[src/rtl/cps_pkg.sv]
package cps_pkg;

    localparam int T_BITS            = 30;
    localparam int TAB_LEN           = 24;
    localparam int CORDIC_STAGES_DEF = 16;
    localparam logic signed [33:0] ROT_X0 = 34'sd652032874;
    localparam logic signed [15:0] Q_MAX  = 16'sd16384;
    localparam logic signed [15:0] Q_MIN  = -16'sd16384;

    // One item as it travels down the pipeline; each stage fills in its part.
    typedef struct packed {
        logic signed [23:0] sx;
        logic signed [23:0] sy;
        logic signed [23:0] ex;
        logic signed [23:0] ey;
        logic signed [15:0] sh;
        logic signed [15:0] eh;
        logic               hfs;
        logic signed [24:0] dx;
        logic signed [24:0] dy;
        logic signed [24:0] qx;
        logic signed [24:0] qy;
        logic signed [49:0] pxx;
        logic signed [49:0] pyy;
        logic signed [49:0] pdx;
        logic signed [49:0] pdy;
        logic               deg;
        logic               tzero;
        logic               tone;
        logic [49:0]        l2;
        logic [49:0]        rem;
        logic [30:0]        t;
        logic signed [57:0] vx;
        logic signed [57:0] vy;
        logic [31:0]        vz;
        logic signed [15:0] hd;
        logic signed [33:0] rx;
        logic signed [33:0] ry;
        logic signed [33:0] rz;
        logic signed [55:0] ptx;
        logic signed [55:0] pty;
        logic signed [15:0] qz;
        logic signed [15:0] qw;
    } item_t;

    // atan(2^-i) as a 32-bit binary angle
    function automatic logic [31:0] atan_ang(input int i);
        logic [31:0] a;
        case (i)
            0:       a = 32'd536870912;
            1:       a = 32'd316933406;
            2:       a = 32'd167458907;
            3:       a = 32'd85004756;
            4:       a = 32'd42667331;
            5:       a = 32'd21354465;
            6:       a = 32'd10680862;
            7:       a = 32'd5340245;
            8:       a = 32'd2670163;
            9:       a = 32'd1335087;
            10:      a = 32'd667544;
            11:      a = 32'd333772;
            12:      a = 32'd166886;
            13:      a = 32'd83443;
            14:      a = 32'd41722;
            15:      a = 32'd20861;
            16:      a = 32'd10430;
            17:      a = 32'd5215;
            18:      a = 32'd2608;
            19:      a = 32'd1304;
            20:      a = 32'd652;
            21:      a = 32'd326;
            22:      a = 32'd163;
            23:      a = 32'd81;
            default: a = 32'd0;
        endcase
        return a;
    endfunction

endpackage

[src/rtl/cps_cell.sv]
module cps_cell #(
    parameter int STEP   = 0,
    parameter bit DO_DIV = 1'b1,
    parameter bit DO_VEC = 1'b1
) (
    input  logic            clk,
    input  logic            rst_n,
    input  logic            adv,
    input  logic            in_valid,
    input  cps_pkg::item_t  in_item,
    output logic            out_valid,
    output cps_pkg::item_t  out_item
);
    import cps_pkg::*;

    logic               valid_reg;
    item_t              item_reg;
    item_t              item_next;
    logic [50:0]        r2;
    logic [50:0]        diff;
    logic signed [57:0] xs;
    logic signed [57:0] ys;

    // Per cell, one restoring-division bit (when DO_DIV) and one vectoring rotation (when DO_VEC).
    always_comb
    begin
        item_next = in_item;
        r2        = {in_item.rem, 1'b0};
        diff      = r2 - {1'b0, in_item.l2};
        xs        = in_item.vx >>> STEP;
        ys        = in_item.vy >>> STEP;
        if (DO_DIV)
        begin
            if (r2 >= {1'b0, in_item.l2})
            begin
                item_next.rem = diff[49:0];
                item_next.t   = {in_item.t[29:0], 1'b1};
            end
            else
            begin
                item_next.rem = r2[49:0];
                item_next.t   = {in_item.t[29:0], 1'b0};
            end
        end
        if (DO_VEC)
        begin
            if (!in_item.vy[57])
            begin
                item_next.vx = in_item.vx + ys;
                item_next.vy = in_item.vy - xs;
                item_next.vz = in_item.vz + atan_ang(STEP);
            end
            else
            begin
                item_next.vx = in_item.vx - ys;
                item_next.vy = in_item.vy + xs;
                item_next.vz = in_item.vz - atan_ang(STEP);
            end
        end
    end

    always_ff @(posedge clk or negedge rst_n)
    begin
        if (!rst_n)
            valid_reg <= 1'b0;
        else if (adv)
            valid_reg <= in_valid;
    end

    always_ff @(posedge clk)
    begin
        if (adv)
            item_reg <= item_next;
    end

    assign out_valid = valid_reg;
    assign out_item  = item_reg;

endmodule

[config.mk]
export PLATFORM = sky130hd
export DESIGN_NAME = cps_cell
export DESIGN_NICKNAME = d
export VERILOG_FILES = /design/src/rtl/cps_pkg.sv /design/src/rtl/cps_cell.sv
export SDC_FILE = /design/constraint.sdc
export NUM_CORES = 1
export LEC_CHECK = 0
export BUFFER_PORTS_ARGS = -buffer_cell sky130_fd_sc_hd__clkbuf_2
export CORE_AREA = 2 2 760 762
export DETAILED_ROUTE_END_ITERATION = 10
export DIE_AREA = 0 0 762 764
export PLACE_DENSITY = 0.31
export SKIP_LAST_GASP = 1
export SYNTH_ARGS = -nofsm -noshare
export SYNTH_HDL_FRONTEND = slang
export SYNTH_SLANG_ARGS = --single-unit
[constraint.sdc]
create_clock -name clk -period 2.1 [get_ports clk]
set_clock_uncertainty 0.05 [all_clocks]
set_input_delay 0.42 -clock clk [delete_from_list [all_inputs] [get_ports clk]]
set_output_delay 0.42 -clock clk [all_outputs]
set_load 0.01 [all_outputs]
==> results of run 1 <==
==> per-stage QoR <==
| stage | worst slack, ns | util [%] |
|---|---|---|
| global route | -0.744 | 15.7 |
| finish | -0.764 | 15.8 |
| floorplan | -1.06 | - |
| CTS | -0.618 | 15.4 |
| global placement | -1.96 | 12.7 |
| detailed placement | -1.96 | 12.7 |
==> cell type report <==
type                    instances  area (sq um)  share of cell area (%)
inverters                     270          1130                    1.24
clock inverters                81           915                    1.01
repair buffers               4017         28900                    31.9
clock buffers                 169          3720                    4.11
well taps                    7587          9490                    10.5
diodes                         70           175                   0.193
flip-flops and latches        973         29200                    32.3
multi-input cells            1912         17000                    18.8
==> report_power, final <==
part | internal (mW) | switching [mW]
sequential | 23.6 | 1.20
combinational | 7.85 | 11.4
clock | 14.6 | 10.6
==> registers in the layout, summed over array words and instances, names as in the netlist <==
name and flops:
out_valid 1, out_item 972
==> cells in the mapped netlist, types with 21 or more instances <==
library cell and count:
sky130_fd_sc_hd__ha_1 237, sky130_fd_sc_hd__nor2b_1 25, sky130_fd_sc_hd__a21o_1 96, sky130_fd_sc_hd__a21oi_1 309
sky130_fd_sc_hd__buf_2 35, sky130_fd_sc_hd__nor3_1 64, sky130_fd_sc_hd__o31ai_1 27, sky130_fd_sc_hd__xor2_1 28
sky130_fd_sc_hd__nand4_1 40, sky130_fd_sc_hd__o21a_1 24, sky130_fd_sc_hd__nor4_1 21, sky130_fd_sc_hd__o21bai_1 55
sky130_fd_sc_hd__nor2_1 176, sky130_fd_sc_hd__xnor2_1 126, sky130_fd_sc_hd__mux2i_1 37, sky130_fd_sc_hd__nand3_1 37
sky130_fd_sc_hd__clkbuf_1 55, sky130_fd_sc_hd__o21ai_0 150, sky130_fd_sc_hd__nand2_1 134, sky130_fd_sc_hd__a211oi_1 22
sky130_fd_sc_hd__a31oi_1 27, sky130_fd_sc_hd__edfxtp_1 972, sky130_fd_sc_hd__inv_1 259
==> timing repair <==
action                                 in CTS  in global routing
pin swaps                                 154                151
hold buffers                              861                  0
buffers inserted                           74                 53
endpoints found under the hold margin     868                  0
gates resized for setup                   357                606
setup endpoints to repair                 456                310
gates cloned                                4                  1
==> metal layers <==
layer	vias up	share of wire, %	track usage (%)
met5	-	0.31	0.958
met4	112	4.3	4.84
met3	858	11	7.11
met2	2602	47	27.0
met1	23500	37	17.4
li1	20400	-	-
==> worst max-delay path: cells and delay by family <==
kind	cells	cell delay (ns)
AND/OR/NAND/NOR	2	0.36
adder cells (fa/ha/maj)	1	0.25
multiplexers	1	0.32
AO/OA/AOI/OAI	6	1.35
buffers and inverters	5	0.62
==> kinds of logic after synthesis <==
| group | after synthesis | share of synthesized area [%] |
|---|---|---|
| muxes | 53 | 1.25 |
| buffers and inverters | 378 | 3.34 |
| DFF | 973 | 66.3 |
| AOI/OAI and AO/OA | 875 | 12.7 |
| xor gates and xnor gates | 154 | 3.06 |
| adders and majority gates | 242 | 6.96 |
| and+or+nand+nor | 588 | 6.42 |
==> how the worst max path moves through the flow <==
stage | start | end | slack, ns | cells past startpoint
2_1_floorplan | in_item[294] | out_item[348] | -1.06 | 12
3_3_place_gp | in_item[352] | out_item[404] | -1.96 | 15
3_5_place_dp | in_item[295] | out_item[351] | -1.96 | 15
4_1_cts | in_item[321] | out_item[409] | -0.62 | 16
5_1_grt | in_item[352] | out_item[346] | -0.74 | 14
6_report | in_item[492] | out_item[450] | -0.76 | 15
==> summary.log, run 1 <==
[global_routing] first-pass GRT wire length 584000 um
[clock_network] clock sink count 973
[synth] proportion of register bits with asynchronous set or reset after synthesis 0.103%
[timing] minimum clock period 2.86 ns
[floorplanning] area of the core region 0.575 sq mm
[synth] area share of the largest cell type after synthesis 66.2%
[worst_setup_path] WP data arrival 3.37 ns
[timing] Setup violations, final 145
[timing] slew margin rel. 46.7%
[timing] Fin Hold WS 0.148 ns
[worst_setup_path] crit path max-delay cell type sky130_fd_sc_hd__o41ai_4
[synth] synthesized instance count 3263
[worst_setup_path] CP required 2.60 ns
[worst_setup_path] Crit Path Class in -> reg
[worst_setup_path] Worst setup SP type input pin
[detailed_routing] count of TritonRoute iterations in the first routing pass 5
[detailed_routing] vias per std cell 3.15
[worst_setup_path] Cell Chain, Critical Path buf_8 > inv_4 > buf_6 > ha_4 > nor2b_4 > o31a_1 > o31ai_4 > a21boi_4 > o2111ai_4 > nand4b_1 > a31oi_4 > o41ai_4 > buf_6 > buf_12 > mux2_4
[power_and_ir_drop] leak pwr 37.5 nW
[timing] Post-Route Setup TNS -76.30 ns
[clock_network] cell at the root of the clock tree sky130_fd_sc_hd__clkbuf_16
[finish] filler cell count 64300
[min_path] hold path start in_item[353]
[synth] number of enable-type register cells in the synthesized netlist 972
[clock_network] clock tree from TritonCTS done
[worst_setup_path] cell with the most instances on the worst path sky130_fd_sc_hd__buf_6
[min_path] endpoint of the worst hold-timing path out_item[295]
[global_routing] global-route usage over all layers 15.8%
[detailed_routing] routed wirelength normalized by instance count 32.0 um
[synth] library cell occupying the most area in the post-synthesis netlist sky130_fd_sc_hd__edfxtp_1
[placement] number of buffers inserted by port buffering 1949
[power_and_ir_drop] worst IR drop on VDD 0.575 mV
[worst_setup_path] cells on worst reg2reg path 1
[placement] Placed Area 0.0729 sq mm
[clock_network] clock-pin slew reported for the worst setup and hold paths after clock tree synthesis 0.06 ns
[synth] cells taking the most area after synthesis sky130_fd_sc_hd__edfxtp_1 (66%), sky130_fd_sc_hd__ha_1 (6.7%), sky130_fd_sc_hd__a21oi_1 (3.5%)
[finish] synthesis-to-finish area growth 106%
[run] max-cap violations 0
[placement] routability congestion estimate 1.11
[detailed_routing] total wire length 482000 um
[timing] final hold violation count 0
[placement] dpl hpwl 425000 um
[finish] fraction of layout instances using a drive strength above 1 52.4%
[power_and_ir_drop] power density normalized to cell area 765 mW/mm^2
[synth] number of distinct library cell variants in the gate-level netlist after synthesis 87
[synth] post-synth net total 4482
[floorplanning] starting density of the core 7.66%
[global_routing] number of antenna violations at the first check in global routing 326
[worst_setup_path] reg2reg setup slack 1.30 ns
[worst_setup_path] worst reg2reg path startpoint out_valid
[finish] commonest cells after routing, fill and taps aside sky130_fd_sc_hd__clkbuf_2 (1783), sky130_fd_sc_hd__buf_4 (1096), sky130_fd_sc_hd__edfxtp_1 (972)
[timing] Period Utilization, post-route 136%
[finish] post-layout net count 8535
[timing] max frequency 0.349 GHz
[global_routing] vias in the first global route 47800
[worst_setup_path] Max FO, Critical Path 7
[timing] fin worst setup slack -0.764 ns
[floorplanning] number of primary I/O pins 1951
[floorplanning] height of the die 764 um
[global_routing] remaining global-route overflow 0
[min_path] number of instances on the worst hold path 4
[finish] final standard cell area without fillers 0.0906 sq mm
[clock_network] number of buffers between clock root and the deepest sink 4
[detailed_routing] Post-DRT Antenna Nets 0
[floorplanning] FP Rows 279
[timing] pin slew with the least headroom to its limit 0.792 ns
[synth] fraction of the yosys area taken by sequential cells 66.3%
[finish] most common cell after layout, fill and taps aside sky130_fd_sc_hd__clkbuf_2
[worst_setup_path] reg2reg end out_valid
[detailed_routing] final routed DRC violation total 0
[synth] flop and latch count out of synthesis 973
[synth] main flop type after synthesis sky130_fd_sc_hd__edfxtp_1
[placement] number of cells after detailed placement 13800
[detailed_routing] number of design-rule violations left by the first detailed-router iteration 3056
[finish] final cell count without fillers 15100
[clock_network] Num CTS Buffers 142
[synth] Avg Inst Size Synth 13.5 sq um
[power_and_ir_drop] Total Power 69.3 mW
[timing] Max Slew Vio Count 0
[synth] Yosys warning count 0
[floorplanning] die width 762 um
[min_path] worst hold path type in -> reg
[timing] RSZ-0062 raised after global routing true
[synth] total standard cell area after synthesis 0.0441 sq mm
[worst_setup_path] CP max stage delay 0.36 ns
[detailed_routing] routed via count 47500
[clock_network] htree depth 4
[outcome] outcome complete, but fails checks
[clock_network] worst-skew pair later-pin latency 0.83 ns
[worst_setup_path] crit path capture type flop
[outcome] failing checks negative setup slack
[floorplanning] total die area 0.582 sq mm
[global_routing] maximum number of pins on one net before global-route repair 65
(Power assumes the default switching activity.)
==> run 2: changes to the inputs <==
--- a/config.mk
+++ b/config.mk
@@ -10,6 +10,7 @@
 export DETAILED_ROUTE_END_ITERATION = 10
 export DIE_AREA = 0 0 762 764
 export PLACE_DENSITY = 0.31
+export RECOVER_POWER = 50
 export SKIP_LAST_GASP = 1
 export SYNTH_ARGS = -nofsm -noshare
 export SYNTH_HDL_FRONTEND = slang
==> run 2 against run 1 <==
Effect of this change:
- critical endpoint unchanged
- cell count barely moved
- register-to-register slack barely moved
- largest cell class unchanged
- the run ends with max-capacitance violations, max-slew violations, negative setup slack left
- flip-flop and latch count did not move
==> summary.log, run 2 (same netlist as run 1, synthesis figures left out) <==
[timing] final hold violation count 0 [unchanged]
[worst_setup_path] CP max stage delay 0.36 ns [about the same]
[worst_setup_path] cell with the most instances on the worst path sky130_fd_sc_hd__buf_6
[detailed_routing] final routed DRC violation total 0 [unchanged]
[clock_network] worst-skew pair later-pin latency 0.83 ns [about the same]
[detailed_routing] routed via count 47500 [-0.12%]
[timing] slew margin rel. -9.83% [-56 points]
[global_routing] maximum number of pins on one net before global-route repair 65 [unchanged]
[detailed_routing] count of TritonRoute iterations in the first routing pass 7 [+2]
[floorplanning] height of the die 764 um [unchanged]
[outcome] outcome complete, but fails checks
[floorplanning] die width 762 um [unchanged]
[worst_setup_path] crit path capture type flop
[floorplanning] total die area 0.582 sq mm [unchanged]
[power_and_ir_drop] leak pwr 36.8 nW [-1.8%]
[worst_setup_path] Max FO, Critical Path 7 [unchanged]
[worst_setup_path] Cell Chain, Critical Path buf_8 > inv_4 > buf_6 > ha_4 > nor2b_4 > o31a_1 > o31ai_4 > a21boi_4 > o2111ai_4 > nand4b_1 > a31oi_4 > o41ai_4 > buf_6 > buf_12 > mux2_4
[global_routing] global-route usage over all layers 15.8% [unchanged]
[finish] combined flip-flop and latch cell area 0.0292 sq mm [unchanged]
[timing] minimum clock period 2.85 ns [-0.0150 ns]
[worst_setup_path] crit path max-delay cell type sky130_fd_sc_hd__o41ai_4
[clock_network] Num CTS Buffers 142 [unchanged]
[global_routing] remaining global-route overflow 0 [unchanged]
[clock_network] clock tree from TritonCTS done
[timing] RSZ-0062 raised after global routing true
[finish] post-layout net count 8535 [unchanged]
[power_and_ir_drop] power density normalized to cell area 767 mW/mm^2 [+0.22%]
[clock_network] number of buffers between clock root and the deepest sink 4 [unchanged]
[power_and_ir_drop] Total Power 69.2 mW [-0.13%]
[min_path] number of instances on the worst hold path 4 [unchanged]
[detailed_routing] routed wirelength normalized by instance count 32.0 um [about the same]
[detailed_routing] vias per std cell 3.15 [-0.18%]
[finish] most common cell after layout, fill and taps aside sky130_fd_sc_hd__clkbuf_2
[timing] fin worst setup slack -0.749 ns [+0.0150 ns]
[finish] commonest cells after routing, fill and taps aside sky130_fd_sc_hd__clkbuf_2 (1575), sky130_fd_sc_hd__buf_4 (1065), sky130_fd_sc_hd__edfxtp_1 (972)
[worst_setup_path] CP required 2.60 ns [about the same]
[worst_setup_path] Crit Path Class in -> reg
[detailed_routing] Post-DRT Antenna Nets 0 [unchanged]
[clock_network] clock-pin slew reported for the worst setup and hold paths after clock tree synthesis 0.06 ns [about the same]
[floorplanning] number of primary I/O pins 1951 [unchanged]
[floorplanning] area of the core region 0.575 sq mm [unchanged]
[finish] fraction of layout instances using a drive strength above 1 49.4% [-2.9 points]
[timing] Max Slew Vio Count 25 [+25]
[finish] number of flip-flops in the largest register 972 [unchanged]
[floorplanning] starting density of the core 7.66% [unchanged]
[worst_setup_path] WP data arrival 3.35 ns [-0.02 ns]
[detailed_routing] number of design-rule violations left by the first detailed-router iteration 3114 [+1.9%]
[global_routing] first-pass GRT wire length 584000 um [unchanged]
[finish] area taken by multi-input logic gates 0.0170 sq mm [unchanged]
[placement] routability congestion estimate 1.11 [unchanged]
[min_path] worst hold path type in -> reg
[global_routing] number of antenna violations at the first check in global routing 327 [+0.31%]
[timing] Period Utilization, post-route 136% [-0.71 points]
[placement] worst setup slack after placement -1.96 ns [unchanged]
[finish] filler cell count 64400 [+0.16%]
[clock_network] cell at the root of the clock tree sky130_fd_sc_hd__clkbuf_16
[clock_network] clock sink count 973 [unchanged]
[worst_setup_path] Worst setup SP type input pin
[placement] dpl hpwl 425000 um [unchanged]
[global_routing] vias in the first global route 47800 [unchanged]
[finish] final cell utilization of the core 15.7% [-0.056 points]
[timing] max frequency 0.351 GHz [+0.53%]
[finish] synthesis-to-finish area growth 105%
[placement] number of buffers inserted by port buffering 1949 [unchanged]
[timing] pin slew with the least headroom to its limit 1.65 ns [+0.856 ns]
[detailed_routing] total wire length 482000 um [about the same]
[power_and_ir_drop] worst IR drop on VDD 0.574 mV [-0.11%]
[outcome] failing checks max-capacitance violations, max-slew violations, negative setup slack
[floorplanning] FP Rows 279 [unchanged]
[run] max-cap violations 1 [+1]
[timing] Setup violations, final 585 [+300%]
[worst_setup_path] cells on worst reg2reg path 1 [unchanged]
[clock_network] htree depth 4 [unchanged]
[run 2: cell types whose count changed in the layout (fill, tap and decap cells not counted)]
cell,before,now
sky130_fd_sc_hd__clkbuf_2,1783,1575
sky130_fd_sc_hd__buf_1,0,2
sky130_fd_sc_hd__buf_8,14,13
sky130_fd_sc_hd__diode_2,70,79
sky130_fd_sc_hd__buf_12,40,37
sky130_fd_sc_hd__clkbuf_1,24,240
sky130_fd_sc_hd__buf_4,1096,1065
sky130_fd_sc_hd__clkbuf_4,48,73
[run 2: layer usage]
layer  track usage (%)  share of wire (%)
met5             0.958               0.30
met4              4.84                4.3
met3              7.11                 11
met2              27.0                 47
met1              17.4                 37
[run 2: worst max-delay path: cells and delay by family]
kind / cells / cell delay (ns)
AOI/OAI and AO/OA: 6 / 1.33
adders and majority gates: 1 / 0.25
buffers and inverters: 5 / 0.62
muxes: 1 / 0.32
and+or+nand+nor: 2 / 0.35
[run 2: final cells by class]
cell class,instances,share of cell area [%]
well taps,7587,10.5
clock buffers,169,4.12
multi-input cells,1912,18.8
inverters,270,1.25
flip-flops and latches,973,32.4
repair buffers,4017,31.7
diodes,79,0.219
clock inverters,81,1.01
[run 2: final timing paths]
check	start	end	slack (ns)
hold reg to reg	out_valid	out_valid	0.48
min in group asynchronous	rst_n	out_valid	0.36
max in group asynchronous	rst_n	out_valid	1.54
setup / recovery	in_item[492]	out_item[450]	-0.75
hold / removal	in_item[353]	out_item[295]	0.15
setup reg to reg	out_valid	out_valid	1.30
[run 2: report_power, final]
group | total (mW) | internal (mW) | switching (mW)
Sequential | 24.8 | 23.6 | 1.20
Clock | 25.2 | 14.6 | 10.6
Combinational | 19.2 | 7.78 | 11.4
[run 2: repair_timing]
item / in CTS / in global routing
buffers inserted: 74 / 53
cloned: 4 / 1
endpoints found under the setup margin: 456 / 310
endpoints found under the hold margin: 868 / 0
hold buffers: 861 / 0
gates resized for setup: 357 / 606
pin swaps: 154 / 151
[run 2: stage by stage]
stage,hold slack [ns],cell area (sq um),cells,TNS (ns)
2_1_floorplan,0.0744,45500,3263,-90.21
3_3_place_gp,0.146,72900,13800,-237.48
3_5_place_dp,0.148,72900,13800,-240.22
4_1_cts,0.0294,88500,15000,-77.22
5_1_grt,0.0982,90100,15000,-251.55
6_report,0.147,90300,15100,-198.06
