### src/rtl/cps_pkg.sv
package cps_pkg;

    localparam int T_BITS            = 30;
    localparam int TAB_LEN           = 24;
    localparam int CORDIC_STAGES_DEF = 16;
    localparam logic signed [33:0] ROT_X0 = 34'sd652032874;
    localparam logic signed [15:0] Q_MAX  = 16'sd16384;
    localparam logic signed [15:0] Q_MIN  = -16'sd16384;

    // One item as it travels down the pipeline; each stage fills in its part.
    typedef struct packed {
        logic signed [23:0] sx;
        logic signed [23:0] sy;
        logic signed [23:0] ex;
        logic signed [23:0] ey;
        logic signed [15:0] sh;
        logic signed [15:0] eh;
        logic               hfs;
        logic signed [24:0] dx;
        logic signed [24:0] dy;
        logic signed [24:0] qx;
        logic signed [24:0] qy;
        logic signed [49:0] pxx;
        logic signed [49:0] pyy;
        logic signed [49:0] pdx;
        logic signed [49:0] pdy;
        logic               deg;
        logic               tzero;
        logic               tone;
        logic [49:0]        l2;
        logic [49:0]        rem;
        logic [30:0]        t;
        logic signed [57:0] vx;
        logic signed [57:0] vy;
        logic [31:0]        vz;
        logic signed [15:0] hd;
        logic signed [33:0] rx;
        logic signed [33:0] ry;
        logic signed [33:0] rz;
        logic signed [55:0] ptx;
        logic signed [55:0] pty;
        logic signed [15:0] qz;
        logic signed [15:0] qw;
    } item_t;

    // atan(2^-i) as a 32-bit binary angle
    function automatic logic [31:0] atan_ang(input int i);
        logic [31:0] a;
        case (i)
            0:       a = 32'd536870912;
            1:       a = 32'd316933406;
            2:       a = 32'd167458907;
            3:       a = 32'd85004756;
            4:       a = 32'd42667331;
            5:       a = 32'd21354465;
            6:       a = 32'd10680862;
            7:       a = 32'd5340245;
            8:       a = 32'd2670163;
            9:       a = 32'd1335087;
            10:      a = 32'd667544;
            11:      a = 32'd333772;
            12:      a = 32'd166886;
            13:      a = 32'd83443;
            14:      a = 32'd41722;
            15:      a = 32'd20861;
            16:      a = 32'd10430;
            17:      a = 32'd5215;
            18:      a = 32'd2608;
            19:      a = 32'd1304;
            20:      a = 32'd652;
            21:      a = 32'd326;
            22:      a = 32'd163;
            23:      a = 32'd81;
            default: a = 32'd0;
        endcase
        return a;
    endfunction

endpackage

### src/rtl/cps_rot_cell.sv
module cps_rot_cell #(
    parameter int STEP = 0
) (
    input  logic            clk,
    input  logic            rst_n,
    input  logic            adv,
    input  logic            in_valid,
    input  cps_pkg::item_t  in_item,
    output logic            out_valid,
    output cps_pkg::item_t  out_item
);
    import cps_pkg::*;

    logic               valid_reg;
    item_t              item_reg;
    item_t              item_next;
    logic signed [33:0] xs;
    logic signed [33:0] ys;
    logic signed [33:0] ang;

    // One rotation-mode step driving the half angle toward zero.
    always_comb
    begin
        item_next = in_item;
        xs        = in_item.rx >>> STEP;
        ys        = in_item.ry >>> STEP;
        ang       = $signed({2'b00, atan_ang(STEP)});
        if (!in_item.rz[33])
        begin
            item_next.rx = in_item.rx - ys;
            item_next.ry = in_item.ry + xs;
            item_next.rz = in_item.rz - ang;
        end
        else
        begin
            item_next.rx = in_item.rx + ys;
            item_next.ry = in_item.ry - xs;
            item_next.rz = in_item.rz + ang;
        end
    end

    always_ff @(posedge clk or negedge rst_n)
    begin
        if (!rst_n)
            valid_reg <= 1'b0;
        else if (adv)
            valid_reg <= in_valid;
    end

    always_ff @(posedge clk)
    begin
        if (adv)
            item_reg <= item_next;
    end

    assign out_valid = valid_reg;
    assign out_item  = item_reg;

endmodule

### config.mk
export PLATFORM = sky130hd
export DESIGN_NAME = cps_rot_cell
export DESIGN_NICKNAME = d
export VERILOG_FILES = /design/src/rtl/cps_pkg.sv /design/src/rtl/cps_rot_cell.sv
export SDC_FILE = /design/constraint.sdc
export NUM_CORES = 1
export LEC_CHECK = 0
export ABC_AREA = 1
export BUFFER_PORTS_ARGS = -buffer_cell sky130_fd_sc_hd__buf_2
export CELL_PAD_IN_SITES_DETAIL_PLACEMENT = 1
export CELL_PAD_IN_SITES_GLOBAL_PLACEMENT = 1
export CORE_AREA = 2 2 765 767
export DETAILED_ROUTE_END_ITERATION = 12
export DIE_AREA = 0 0 767 769
export PLACE_DENSITY = 0.3
export SLEW_MARGIN = 10
export SYNTH_ARGS = -nofsm -noshare
export SYNTH_HDL_FRONTEND = slang
export SYNTH_SLANG_ARGS = --single-unit
### constraint.sdc
create_clock -name clk -period 2.5 [get_ports clk]
set_clock_uncertainty 0.1 [all_clocks]
set_input_delay 0.5 -clock clk [delete_from_list [all_inputs] [get_ports clk]]
set_output_delay 0.5 -clock clk [all_outputs]
set_load 0.005 [all_outputs]
==> qor.txt, run 1 <==
status: finished with violations
failing checks: setup timing
gr usage total: 14.45%
Metal-1 WL: 191.8 mm
setup TNS: -0.2311 ns
family with the most delay on the worst path: flip-flops
r2r endpoint: out_valid
cell count after synthesis: 2368
# port buffers: 1950
setup repair bufs after CTS: 0
CTS H-tree depth: 4
reg-to-reg startpoint: out_valid
Syn Area/Cell: 15.40 sq um
Max-Cap Viols: 0
Die H: 769 um
DRC violations left: 0
R2R depth: 1
WS Path Type: reg -> out
GRT overflow: 0
number of warnings issued by yosys: 0
final hold vios: 0
CP Cell Sequence: buf_2
Cell Pwr Density: 717.9 nW/um^2
most common cell after layout, fill and taps aside: buf_2
maximum VDD drop: 0.4775 mV
Critical Path Stages: 1
global-route wire length before repair: 532.5 mm
clock buffer depth: 4
vias per cell: 2.673
DR WL met3: 29.12 mm
reg2reg setup slack: 1.66 ns
Synth Register Bits: 973
Die Width: 767 um
routed length per placed instance: 32.03 um
clock transition at the registers of the reported paths: 0.06 ns
Int Pwr: 0.03655 W
Worst-Skew Late Latency: 0.87 ns
Net Sw Frac: 31.64%
slowest stage delay, CP: 0.90 ns
Num CTS Buffers: 159
Seq pwr share: 39.3%
Period Utilization, post-route: 103.2%
final worst slack: -0.08055 ns
TritonCTS clock tree: done
worst setup path start: out_item[638]
Pre-antenna DRT Iters: 5
Worst-Margin Slew: 0.9716 ns
Place WS: -1.063 ns
P_sw: 0.01692 W
Synth Net Count: 3451
hpwl dp: 392.2 mm
Synth-to-Final Area Change: 104.3%
Comb power frac: 17.7%
worst endpoint required time: 1.90 ns
minimum clock period: 2.581 ns
most frequent cells in the layout: buf_2, edfxtp_1, dlygate4sd3_1, buf_4, nand2_1
initial DRC count: 2542
remaining antenna violation count: 0
slowest CP cell: edfxtp_1
Synth cell types: 45
Static Leakage: 29.96 nW
DRT Wirelength: 443.9 mm
worst-path fanout max: 5
crit path buf inv count: 1
number of fill cells: 67524
largest net degree at the start of global routing: 60
Num Clock Sinks: 973
# nets final: 6922
row count: 280
Post-Synthesis Cell Area: 36460 sq um
vias in the first global route: 38430
Slew HR: 35.02%
GP Congestion: 1.020
Ports: 1951
critical path endpoint category: output pin
unrepaired setup endpoints after global routing: true
initial core utilization: 6.278%
final setup fails: 6
Root Buffer: clkbuf_16
top layer in use: met5
routed via count: 37048
Worst EP arrival: 1.98 ns
sequential area share after synthesis: 80.12%
footprint of the multi-input gates: 6254 sq um
Clk pwr share: 43.0%
Hold Crit Class: in -> reg
Worst Setup Start Kind: flop
fraction of layout cells with a size suffix above 1: 45.28%
Worst Setup EP: out_item[638]
fin util: 12.82%
metal2 WL: 208.6 mm
Sequential Area: 29210 sq um
core box area: 580900 sq um
Max Slew Vio Count: 0
Die Area: 589800 sq um
FMAX: 387.5 MHz
initial antenna violation count: 381
-- power by group through the flow --
stage / registers (W) / clock network (W) / logic (W)
2_1_floorplan: 0.0204 / 0 / 0.00134
3_3_place_gp: 0.0214 / 0 / 0.00815
3_5_place_dp: 0.0213 / 0 / 0.00811
4_1_cts: 0.0210 / 0.0243 / 0.00988
5_1_grt: 0.0211 / 0.0246 / 0.0101
6_report: 0.0210 / 0.0230 / 0.00946
-- area by class of cell --
class                           instances  share of cell area [%]
Inverter                              206                   1.038
Multi-Input combinational cell       1148                   8.396
Timing Repair Buffer                 3351                   31.01
Clock inverter                         99                   1.354
Tap cell                             7755                   13.03
Clock buffer                          186                   5.478
Antenna cell                          141                  0.4737
Sequential cell                       973                   39.22
-- repair_timing --
item                       in CTS  in global routing
gates resized for setup        43                  9
hold endpoints to repair      908                  0
setup endpoints to repair      65                 52
cloned                          0                  0
hold buffers                  908                  0
-- routing by layer --
metal  track usage [%]  vias up
li1                  -    15675
met1             18.69    18488
met2             24.38     2132
met3             3.283      719
met4             3.310       34
met5                 0        -
-- how the worst min path moves through the flow --
stage | from | to | slack [ns] | depth (start not counted)
detailed placement | rst_n | out_valid | 0.18 | 1
global placement | rst_n | out_valid | 0.18 | 1
finish | adv | out_item[1] | 0.08 | 1
floorplan | rst_n | out_valid | 0.10 | 0
CTS | adv | out_item[1] | 0.01 | 1
global route | adv | out_item[1] | 0.05 | 1
-- state kept, by name (all words and copies together) (netlist names) --
signal	cells
out_item	972
out_valid	1
-- Yosys cell counts, drive strengths merged --
master / n / area share, %
nor3: 15 / 0.22
o21a: 3 / 0.062
inv: 205 / 2.1
o21bai: 11 / 0.23
a31oi: 3 / 0.051
nand3: 149 / 2.1
a21oi: 131 / 1.8
and2: 2 / 0.034
a21o: 11 / 0.23
clkinv: 1 / 0.010
a21boi: 2 / 0.041
nand4: 11 / 0.19
o22ai: 4 / 0.069
nor4: 4 / 0.13
fa: 4 / 0.22
o211ai: 6 / 0.12
ha: 102 / 3.5
o21ai: 99 / 1.4
nor2: 150 / 1.6
or2: 8 / 0.14
dfrtp: 1 / 0.069
buf: 33 / 0.58
xnor2: 2 / 0.048
nand2: 396 / 4.1
mux2i: 2 / 0.055
edfxtp: 972 / 80
xor2: 28 / 0.67
clkbuf: 8 / 0.093
mux2: 1 / 0.031
o31ai: 4 / 0.082
-- per-stage QoR --
stage,power [W],cells,hold slack (ns),area [sq um]
after floorplan,0.02175,2368,0.1044,36460
after detailed placement,0.02942,12525,0.1760,59790
after global routing,0.05579,13752,0.05001,74220
after global placement,0.02952,12525,0.1768,59790
after CTS,0.05525,13718,0.01335,74100
final,0.05347,13859,0.08002,74480
-- kinds of logic (layout without fill, tap and decap cells) --
group           count (synthesis)  count (layout)  share of synthesized area, %
compound gates                274             274                         4.059
flops                         973             973                         80.12
simple gates                  735             735                         8.503
buf+inv                       247            3842                         2.797
fa+ha+maj                     106             106                         3.720
mux                             3               3                       0.08578
xor+xnor                       30              30                        0.7206
other cells                     0             141                             0
Note: power is estimated with default switching activity, not from simulation.
==> inputs of run 2 (changes only) <==
MAX_ROUTING_LAYER = met4   (was unset)
==> qor.txt, run 2 <==
status: did not finish
Fail Step: detailed routing (5_2_route)
Halt Reason: [ERROR DRT-0255] Maze Route cannot find path of net out_item[270] in worker of routeBox ( 724500 483000 ) ( 767000 531300 ).
initial antenna violation count: 408 (+7.1%)
largest net degree at the start of global routing: 89 (+48%)
post-synth top area share: 80.05% (unchanged)
global-route wire length before repair: 557.8 mm (+4.8%)
vias in the first global route: 38457 (+0.070%)
top-count cell post-synth: edfxtp_1
most common library cells after synthesis: edfxtp_1, nand2_1, inv_1, nand3_1, nor2_1
Ports: 1951 (unchanged)
GRT overflow: 0 (unchanged)
Post-synth EDFFs: 972 (unchanged)
Post-Synthesis Cell Area: 36460 sq um (unchanged)
Die H: 769 um (unchanged)
Place WS: -0.8889 ns (+0.1741 ns)
worst_ep kind: output port
CTS H-tree depth: 4 (unchanged)
Main synth FF type: edfxtp_1
gr usage total: 15.71% (+1.3 points)
post-synth top area cell: edfxtp_1
Synth Register Bits: 973 (unchanged)
sequential area share after synthesis: 80.12% (unchanged)
Num Clock Sinks: 973 (unchanged)
number of warnings issued by yosys: 0 (unchanged)
Cells after DPL: 12542 (+0.14%)
Die Width: 767 um (unchanged)
# port buffers: 1950 (unchanged)
Syn Area/Cell: 15.40 sq um (unchanged)
Synth Net Count: 3451 (unchanged)
Num CTS Buffers: 164 (+3.1%)
cell count after synthesis: 2368 (unchanged)
Synth cell types: 45 (unchanged)
row count: 280 (unchanged)
Root Buffer: clkbuf_16
initial core utilization: 6.278% (unchanged)
hpwl dp: 418.5 mm (+6.7%)
clock buffer depth: 4 (unchanged)
worst_ep grt: out_item[764]
Async S/R FF share, synth: 0.1028% (unchanged)
GP Congestion: 0.9647 (-5.5%)
synth top area cells: edfxtp_1, nand2_1, ha_1
placed cell area: 59840 sq um (about the same)
run 2: cell counts after synthesis:
No cell type changed its count.
run 2: cell families after synthesis:
group                    synth area share (%)
flip-flops                              80.12
XOR/XNOR                               0.7206
adder cells (fa/ha/maj)                 3.720
buffers and inverters                   2.797
AND/OR/NAND/NOR                         8.503
multiplexers                          0.08578
AO/OA/AOI/OAI                           4.059
run 2: what timing repair did:
item                                    4_1_cts  5_1_grt
endpoints found under the setup margin       47       36
gates resized for setup                      32        4
hold endpoints to repair                    912        0
hold buffers                                907        0
setup buffers                                 0        0
run 2: metrics by stage:
stage,TNS [ns],util [%]
5_1_grt,-1.677,12.84
2_1_floorplan,0,-
3_5_place_dp,-36.98,10.30
3_3_place_gp,-37.35,10.30
4_1_cts,-2.991,12.79
run 2: per-layer routing:
layer	GRT usage (%)
met3	3.559
met4	2.715
met5	-
met2	26.71
met1	19.20
==> inputs of run 3 (changes only) <==
CELL_PAD_IN_SITES_DETAIL_PLACEMENT = unset   (was 1)
CELL_PAD_IN_SITES_GLOBAL_PLACEMENT = unset   (was 1)
CORE_AREA = 2 2 761 763   (was 2 2 765 767)
DIE_AREA = 0 0 763 765   (was 0 0 767 769)
MAX_ROUTING_LAYER = unset   (was met4)
PLACE_DENSITY = unset   (was 0.3)
PLACE_DENSITY_LB_ADDON = 0.15   (was unset)
==> qor.txt, run 3 (synthesis results as in run 1) <==
Clk pwr share: 42.1%
Static Leakage: 29.40 nW
most common cell after layout, fill and taps aside: buf_2
Hold Crit Class: in -> reg
vias in the first global route: 37153 (-3.4%)
critical path endpoint category: flop
maximum VDD drop: 0.4448 mV
Period Utilization, post-route: 95.76%
Cells after DPL: 12289 (-2.0%)
Worst EP arrival: 3.00 ns
most frequent cells in the layout: buf_2, edfxtp_1, dlygate4sd3_1, buf_4, nand2_1
fin area: 72950 sq um
DRC violations left: 0
setup repair bufs after CTS: 0 (unchanged)
initial antenna violation count: 312 (-24%)
GP Congestion: 1.009 (+4.6%)
Worst-Margin Slew: 0.6607 ns
TritonCTS clock tree: done
Worst Setup Start Kind: primary input
gr usage total: 14.17% (-1.5 points)
remaining antenna violation count: 0
slowest stage delay, CP: 0.50 ns
fraction of layout cells with a size suffix above 1: 44.56%
unrepaired setup endpoints after global routing: false
Sequential Area: 29210 sq um
Net Sw Frac: 31.48%
WS Path Type: in -> reg
FMAX: 417.7 MHz
worst-path fanout max: 3
clock buffer depth: 4 (unchanged)
final hold vios: 0
# nets final: 6846
Pre-antenna DRT Iters: 5
DRT Wirelength: 434.4 mm
Post-Layout Cell Count: 13524
largest net degree at the start of global routing: 82 (-7.9%)
crit path buf inv count: 4
initial DRC count: 2355
Die H: 765 um (-0.52%)
number of fill cells: 65600
Synth-to-Final Area Change: 100.0%
Cell Pwr Density: 715.8 nW/um^2
most frequent cell on the critical path: nand2_1
fin util: 12.67%
Slew HR: 55.95%
family with the most delay on the worst path: adder cells
final setup fails: 0
Num CTS Buffers: 150 (-8.5%)
worst endpoint required time: 3.10 ns
hpwl dp: 385.6 mm (-7.9%)
initial core utilization: 6.334% (+0.057 points)
max reg flops: 972
global-route wire length before repair: 511.3 mm (-8.3%)
Int Pwr: 0.03578 W
placed cell area: 58860 sq um (-1.6%)
CTS H-tree depth: 4 (unchanged)
routed length per placed instance: 32.12 um
Max-Cap Viols: 0
Die Width: 763 um (-0.52%)
Root Buffer: clkbuf_16
Ports: 1951 (unchanged)
footprint of the multi-input gates: 6240 sq um
routed via count: 36359
core box area: 575600 sq um
P_sw: 0.01644 W
Worst-Skew Late Latency: 0.89 ns
minimum clock period: 2.394 ns
vias per cell: 2.688
status: complete, no violations
Die Area: 583700 sq um
# port buffers: 1950 (unchanged)
Num Clock Sinks: 973 (unchanged)
Comb power frac: 19.0%
slowest CP cell: fa_1
clock transition at the registers of the reported paths: 0.05 ns
Seq pwr share: 38.9%
Max Slew Vio Count: 0
GRT overflow: 0 (unchanged)
row count: 279 (-0.36%)
CP Cell Sequence: buf_2 > inv_1 > ha_1 > fa_1 > inv_1 > nand2_1 > o211ai_1 > nand2_1 > nand2_1 > nor2_1 > o31ai_1 > buf_4
==> run 3: worst paths after layout <==
path	start	endpoint	slack [ns]	cells after the start
max in group asynchronous	rst_n	out_valid	1.79	3
hold / removal	in_item[212]	out_item[212]	0.11	3
setup / recovery	in_item[212]	out_item[226]	0.11	12
min in group asynchronous	rst_n	out_valid	0.38	3
setup reg to reg	out_valid	out_valid	1.65	1
hold reg to reg	out_valid	out_valid	0.42	1
==> run 3: worst min-delay path: cells and delay by family <==
kind	cells	cell delay, ns
buffers and inverters	2	0.18
adder cells (fa/ha/maj)	1	0.15
==> run 3: area by class of cell <==
cell class	count	share of cell area [%]
Antenna cell	57	0.1955
Multi-Input combinational cell	1148	8.554
Clock buffer	181	5.334
Inverter	206	1.060
Timing Repair Buffer	3284	30.50
Clock inverter	88	1.293
Sequential cell	973	40.05
Tap cell	7587	13.01
==> run 3: per-stage QoR <==
step                      TNS, ns  hold WS, ns  setup WS, ns  total power [W]
final                           0       0.1114        0.1061          0.05221
after global placement     -37.19       0.2151        -1.037          0.02934
after floorplan                 0       0.1044        0.1546          0.02175
after CTS                       0    0.0006968      0.006972          0.05381
after detailed placement   -36.17       0.2169       -0.9611          0.02922
after global routing            0      0.05772       0.01470          0.05458
==> run 3: power groups by stage <==
stage               logic, W  registers, W  clock network, W
global route          0.0107        0.0204            0.0235
global placement     0.00868        0.0207                 0
CTS                   0.0103        0.0203            0.0232
floorplan            0.00134        0.0204                 0
finish               0.00993        0.0203            0.0220
detailed placement   0.00861        0.0206                 0
==> run 3: repair_timing <==
action,CTS,global route
hold buffers,909,0
endpoints found under the setup margin,2,8
resized for setup,2,3
hold endpoints to repair,921,0
==> run 3: layer usage <==
metal  up-vias  track usage (%)  wire length (um)
li1      15427                -                 -
met1     18046            16.07            166100
met2      2113            23.03            197300
met3       729            7.223             52890
met4        44            4.386             17300
met5         -           0.6657               816
==> inputs of run 4 (changes only) <==
ABC_AREA = unset   (was 1)
CORE_AREA = 2 2 770 772   (was 2 2 761 763)
DIE_AREA = 0 0 772 774   (was 0 0 763 765)
SLEW_MARGIN = 30   (was 10)
TNS_END_PERCENT = 30   (was unset)
==> qor.txt, run 4 <==
status: finished with violations
failing checks: setup timing
slowest stage delay, CP: 0.37 ns (-0.13 ns)
Worst-Skew Late Latency: 0.89 ns (about the same)
CTS H-tree depth: 4 (unchanged)
Max-Cap Viols: 0 (unchanged)
largest net degree at the start of global routing: 84 (+2.4%)
Slew HR: 52.31% (-3.6 points)
Max Slew Vio Count: 0 (unchanged)
Num CTS Buffers: 154 (+2.7%)
Pre-antenna DRT Iters: 4 (-1)
GRT overflow: 0 (unchanged)
worst-path fanout max: 5 (+2)
Period Utilization, post-route: 105.4% (+9.6 points)
FMAX: 379.7 MHz (-9.1%)
final worst slack: -0.1338 ns (-0.2399 ns)
unrepaired setup endpoints after global routing: true
Synth cell types: 75 (+67%)
TritonCTS clock tree: done
setup TNS: -0.7331 ns (-0.7331 ns)
Ports: 1951 (unchanged)
Die Area: 597500 sq um (+2.4%)
Async S/R FF share, synth: 0.1028% (unchanged)
cell count after synthesis: 1881 (-21%)
reg2reg setup slack: 1.67 ns (+0.02 ns)
Hold WS: 0.1842 ns (+0.07279 ns)
post-synth top area cell: edfxtp_1
crit path buf inv count: 4 (unchanged)
Clk pwr share: 43.5% (+1.4 points)
footprint of the multi-input gates: 6207 sq um (-0.52%)
most frequent cell on the critical path: buf_6
Synth Net Count: 2964 (-14%)
largest family of logic cells by synthesized area: compound AO/OA/AOI/OAI gates
initial antenna violation count: 317 (+1.6%)
Sequential Area: 29210 sq um (unchanged)
hpwl dp: 355.3 mm (-7.9%)
vias in the first global route: 34858 (-6.2%)
Seq pwr share: 38.9% (about the same)
maximum VDD drop: 0.4235 mV (-4.8%)
reg-to-reg startpoint: out_valid
fraction of layout cells with a size suffix above 1: 50.68% (+6.1 points)
Post-Synth Simple-Gate Area: 3.251% (-5.3 points)
gr usage total: 12.87% (-1.3 points)
Static Leakage: 28.45 nW (-3.2%)
Worst EP arrival: 3.12 ns (+0.12 ns)
worst endpoint required time: 2.99 ns (-0.11 ns)
Worst-Margin Slew: 0.7111 ns (+0.05037 ns)
DRC violations left: 0 (unchanged)
Comb power frac: 17.6% (-1.4 points)
Post-synth EDFFs: 972 (unchanged)
most frequent cells in the layout: buf_2, edfxtp_1, dlygate4sd3_1, buf_4, clkbuf_16
Root Buffer: clkbuf_16
R2R depth: 1 (unchanged)
Adder-Cell Fraction of Synth Area: 3.852% (+0.13 points)
routed length per placed instance: 30.25 um (-5.8%)
sequential area share after synthesis: 82.96% (+2.8 points)
WS Path Type: in -> reg
Synth Area in Compound Gates: 5.998% (+1.9 points)
P_sw: 0.01633 W (-0.68%)
initial DRC count: 2048 (-13%)
GP Congestion: 0.9948 (-1.4%)
hold path cells: 4 (+1)
top-count cell post-synth: edfxtp_1
core box area: 588500 sq um (+2.2%)
final setup fails: 12 (+12)
family with the most delay on the worst path: compound AO/OA/AOI/OAI gates
max reg flops: 972 (unchanged)
Net Sw Frac: 30.73% (-0.75 points)
Hold Crit Class: in -> reg
final hold vios: 0 (unchanged)
number of warnings issued by yosys: 0 (unchanged)
remaining antenna violation count: 0 (unchanged)
Synth Register Bits: 973 (unchanged)
Num Clock Sinks: 973 (unchanged)
Die H: 774 um (+1.2%)
clock buffer depth: 4 (unchanged)
Int Pwr: 0.03680 W (+2.9%)
DRT Wirelength: 402.3 mm (-7.4%)
r2r endpoint: out_valid
global-route wire length before repair: 479.0 mm (-6.3%)
synth top area cells: edfxtp_1, ha_1, a21oi_1
XOR/XNOR Fraction of Synth Area: 1.691% (+0.97 points)
# port buffers: 1950 (unchanged)
HP Start: in_item[244]
Syn Area/Cell: 18.72 sq um (+22%)
number of fill cells: 66901 (+2.0%)
Post-Synthesis Cell Area: 35210 sq um (-3.4%)
Die Width: 772 um (+1.2%)
Main synth FF type: edfxtp_1
routed via count: 33364 (-8.2%)
Cell Pwr Density: 723.8 nW/um^2 (+1.1%)
most common cell after layout, fill and taps aside: buf_2
critical path endpoint category: flop
minimum clock period: 2.634 ns (+0.2399 ns)
post-synth top area share: 82.89% (+2.8 points)
slowest CP cell: fa_2
initial core utilization: 5.983% (-0.35 points)
row count: 282 (+1.1%)
most common library cells after synthesis: edfxtp_1, a21oi_1, ha_1, inv_1, nor2_1
Worst Setup Start Kind: primary input
clock transition at the registers of the reported paths: 0.04 ns (about the same)
proportion of synthesized area in mux cells: 0.5152% (+0.43 points)
# nets final: 6352 (-7.2%)
Hold EP: out_item[244]
CP Cell Sequence: buf_8 > buf_6 > ha_4 > fa_2 > nor3b_4 > o31ai_4 > buf_6 > a2111oi_4 > buf_4 > nor3_4 > a21oi_4 > o21ai_4 > nor3_2 > o41a_1 > xnor2_1
vias per cell: 2.509 (-6.7%)
Synth-to-Final Area Change: 108.4%
==> run 4: cell count changes after synthesis, moves of 18 or more <==
cell and delta:
nand2_1 -348, xnor2_1 +56, xor2_1 -18, a21oi_1 -18, inv_1 -107, nor2_1 -68
o21ai_0 -29, nand3_1 -136
==> run 4: routing by layer <==
layer  part of all wire, %  routed length (um)  GRT usage [%]  vias to the layer above
met5                  0.15                 612              0                        -
met1                    41              164200          15.41                    16600
met2                    45              182600          20.95                     1888
met3                    10               40210          5.398                      606
met4                   3.6               14650          3.719                       98
li1                      -                   -              -                    14172
==> run 4: power groups by stage <==
stage / Combinational, W / Sequential [W] / Clock (W)
4_1_cts: 0.00974 / 0.0207 / 0.0245
3_5_place_dp: 0.00800 / 0.0210 / 0
3_3_place_gp: 0.00805 / 0.0210 / 0
5_1_grt: 0.0100 / 0.0208 / 0.0248
6_report: 0.00937 / 0.0206 / 0.0231
2_1_floorplan: 0.00129 / 0.0205 / 0
==> run 4: worst max path at each step <==
stage / start / to / slack (ns) / depth (start not counted)
6_report: in_item[178] / out_item[244] / -0.13 / 15
5_1_grt: in_item[178] / out_item[210] / -0.14 / 15
4_1_cts: in_item[178] / out_item[244] / -0.12 / 15
3_5_place_dp: in_item[178] / out_item[244] / -1.53 / 14
3_3_place_gp: in_item[178] / out_item[198] / -1.55 / 15
2_1_floorplan: in_item[178] / out_item[244] / -0.44 / 11
==> run 4: cell families after synthesis <==
| kind of cell | after synthesis |
|---|---|
| simple gates | 234 |
| mux | 18 |
| fa+ha+maj | 106 |
| buf+inv | 153 |
| flops | 973 |
| compound gates | 329 |
| xor+xnor | 68 |
==> run 4: what timing repair did <==
action,CTS,global route
setup endpoints to repair,39,32
endpoints found under the hold margin,917,0
hold buffers,911,0
gates resized for setup,66,64
setup buffers,5,5
pin swaps,26,25
==> run 4: layout make-up <==
class                      count  share of cell area [%]
antenna                       97                  0.3307
clock buffer                 182                   5.393
clock inverter                96                   1.636
inverter                     105                  0.5404
multi-input combinational    755                   8.457
sequential                   973                   39.80
tap                         7810                   13.31
timing repair buffer        3280                   30.53
==> run 4: through the flow <==
step                      instance area, sq um  worst slack (ns)  total power, W  cells  util, %
final                                    73400           -0.1338         0.05313  13298    12.47
after floorplan                          35520           -0.4374         0.02176   1881        -
after CTS                                72830           -0.1214         0.05491  13198    12.38
after global routing                     73230           -0.1435         0.05560  13229    12.44
after detailed placement                 58180            -1.529         0.02897  12007    9.886
after global placement                   58180            -1.551         0.02908  12007    9.886
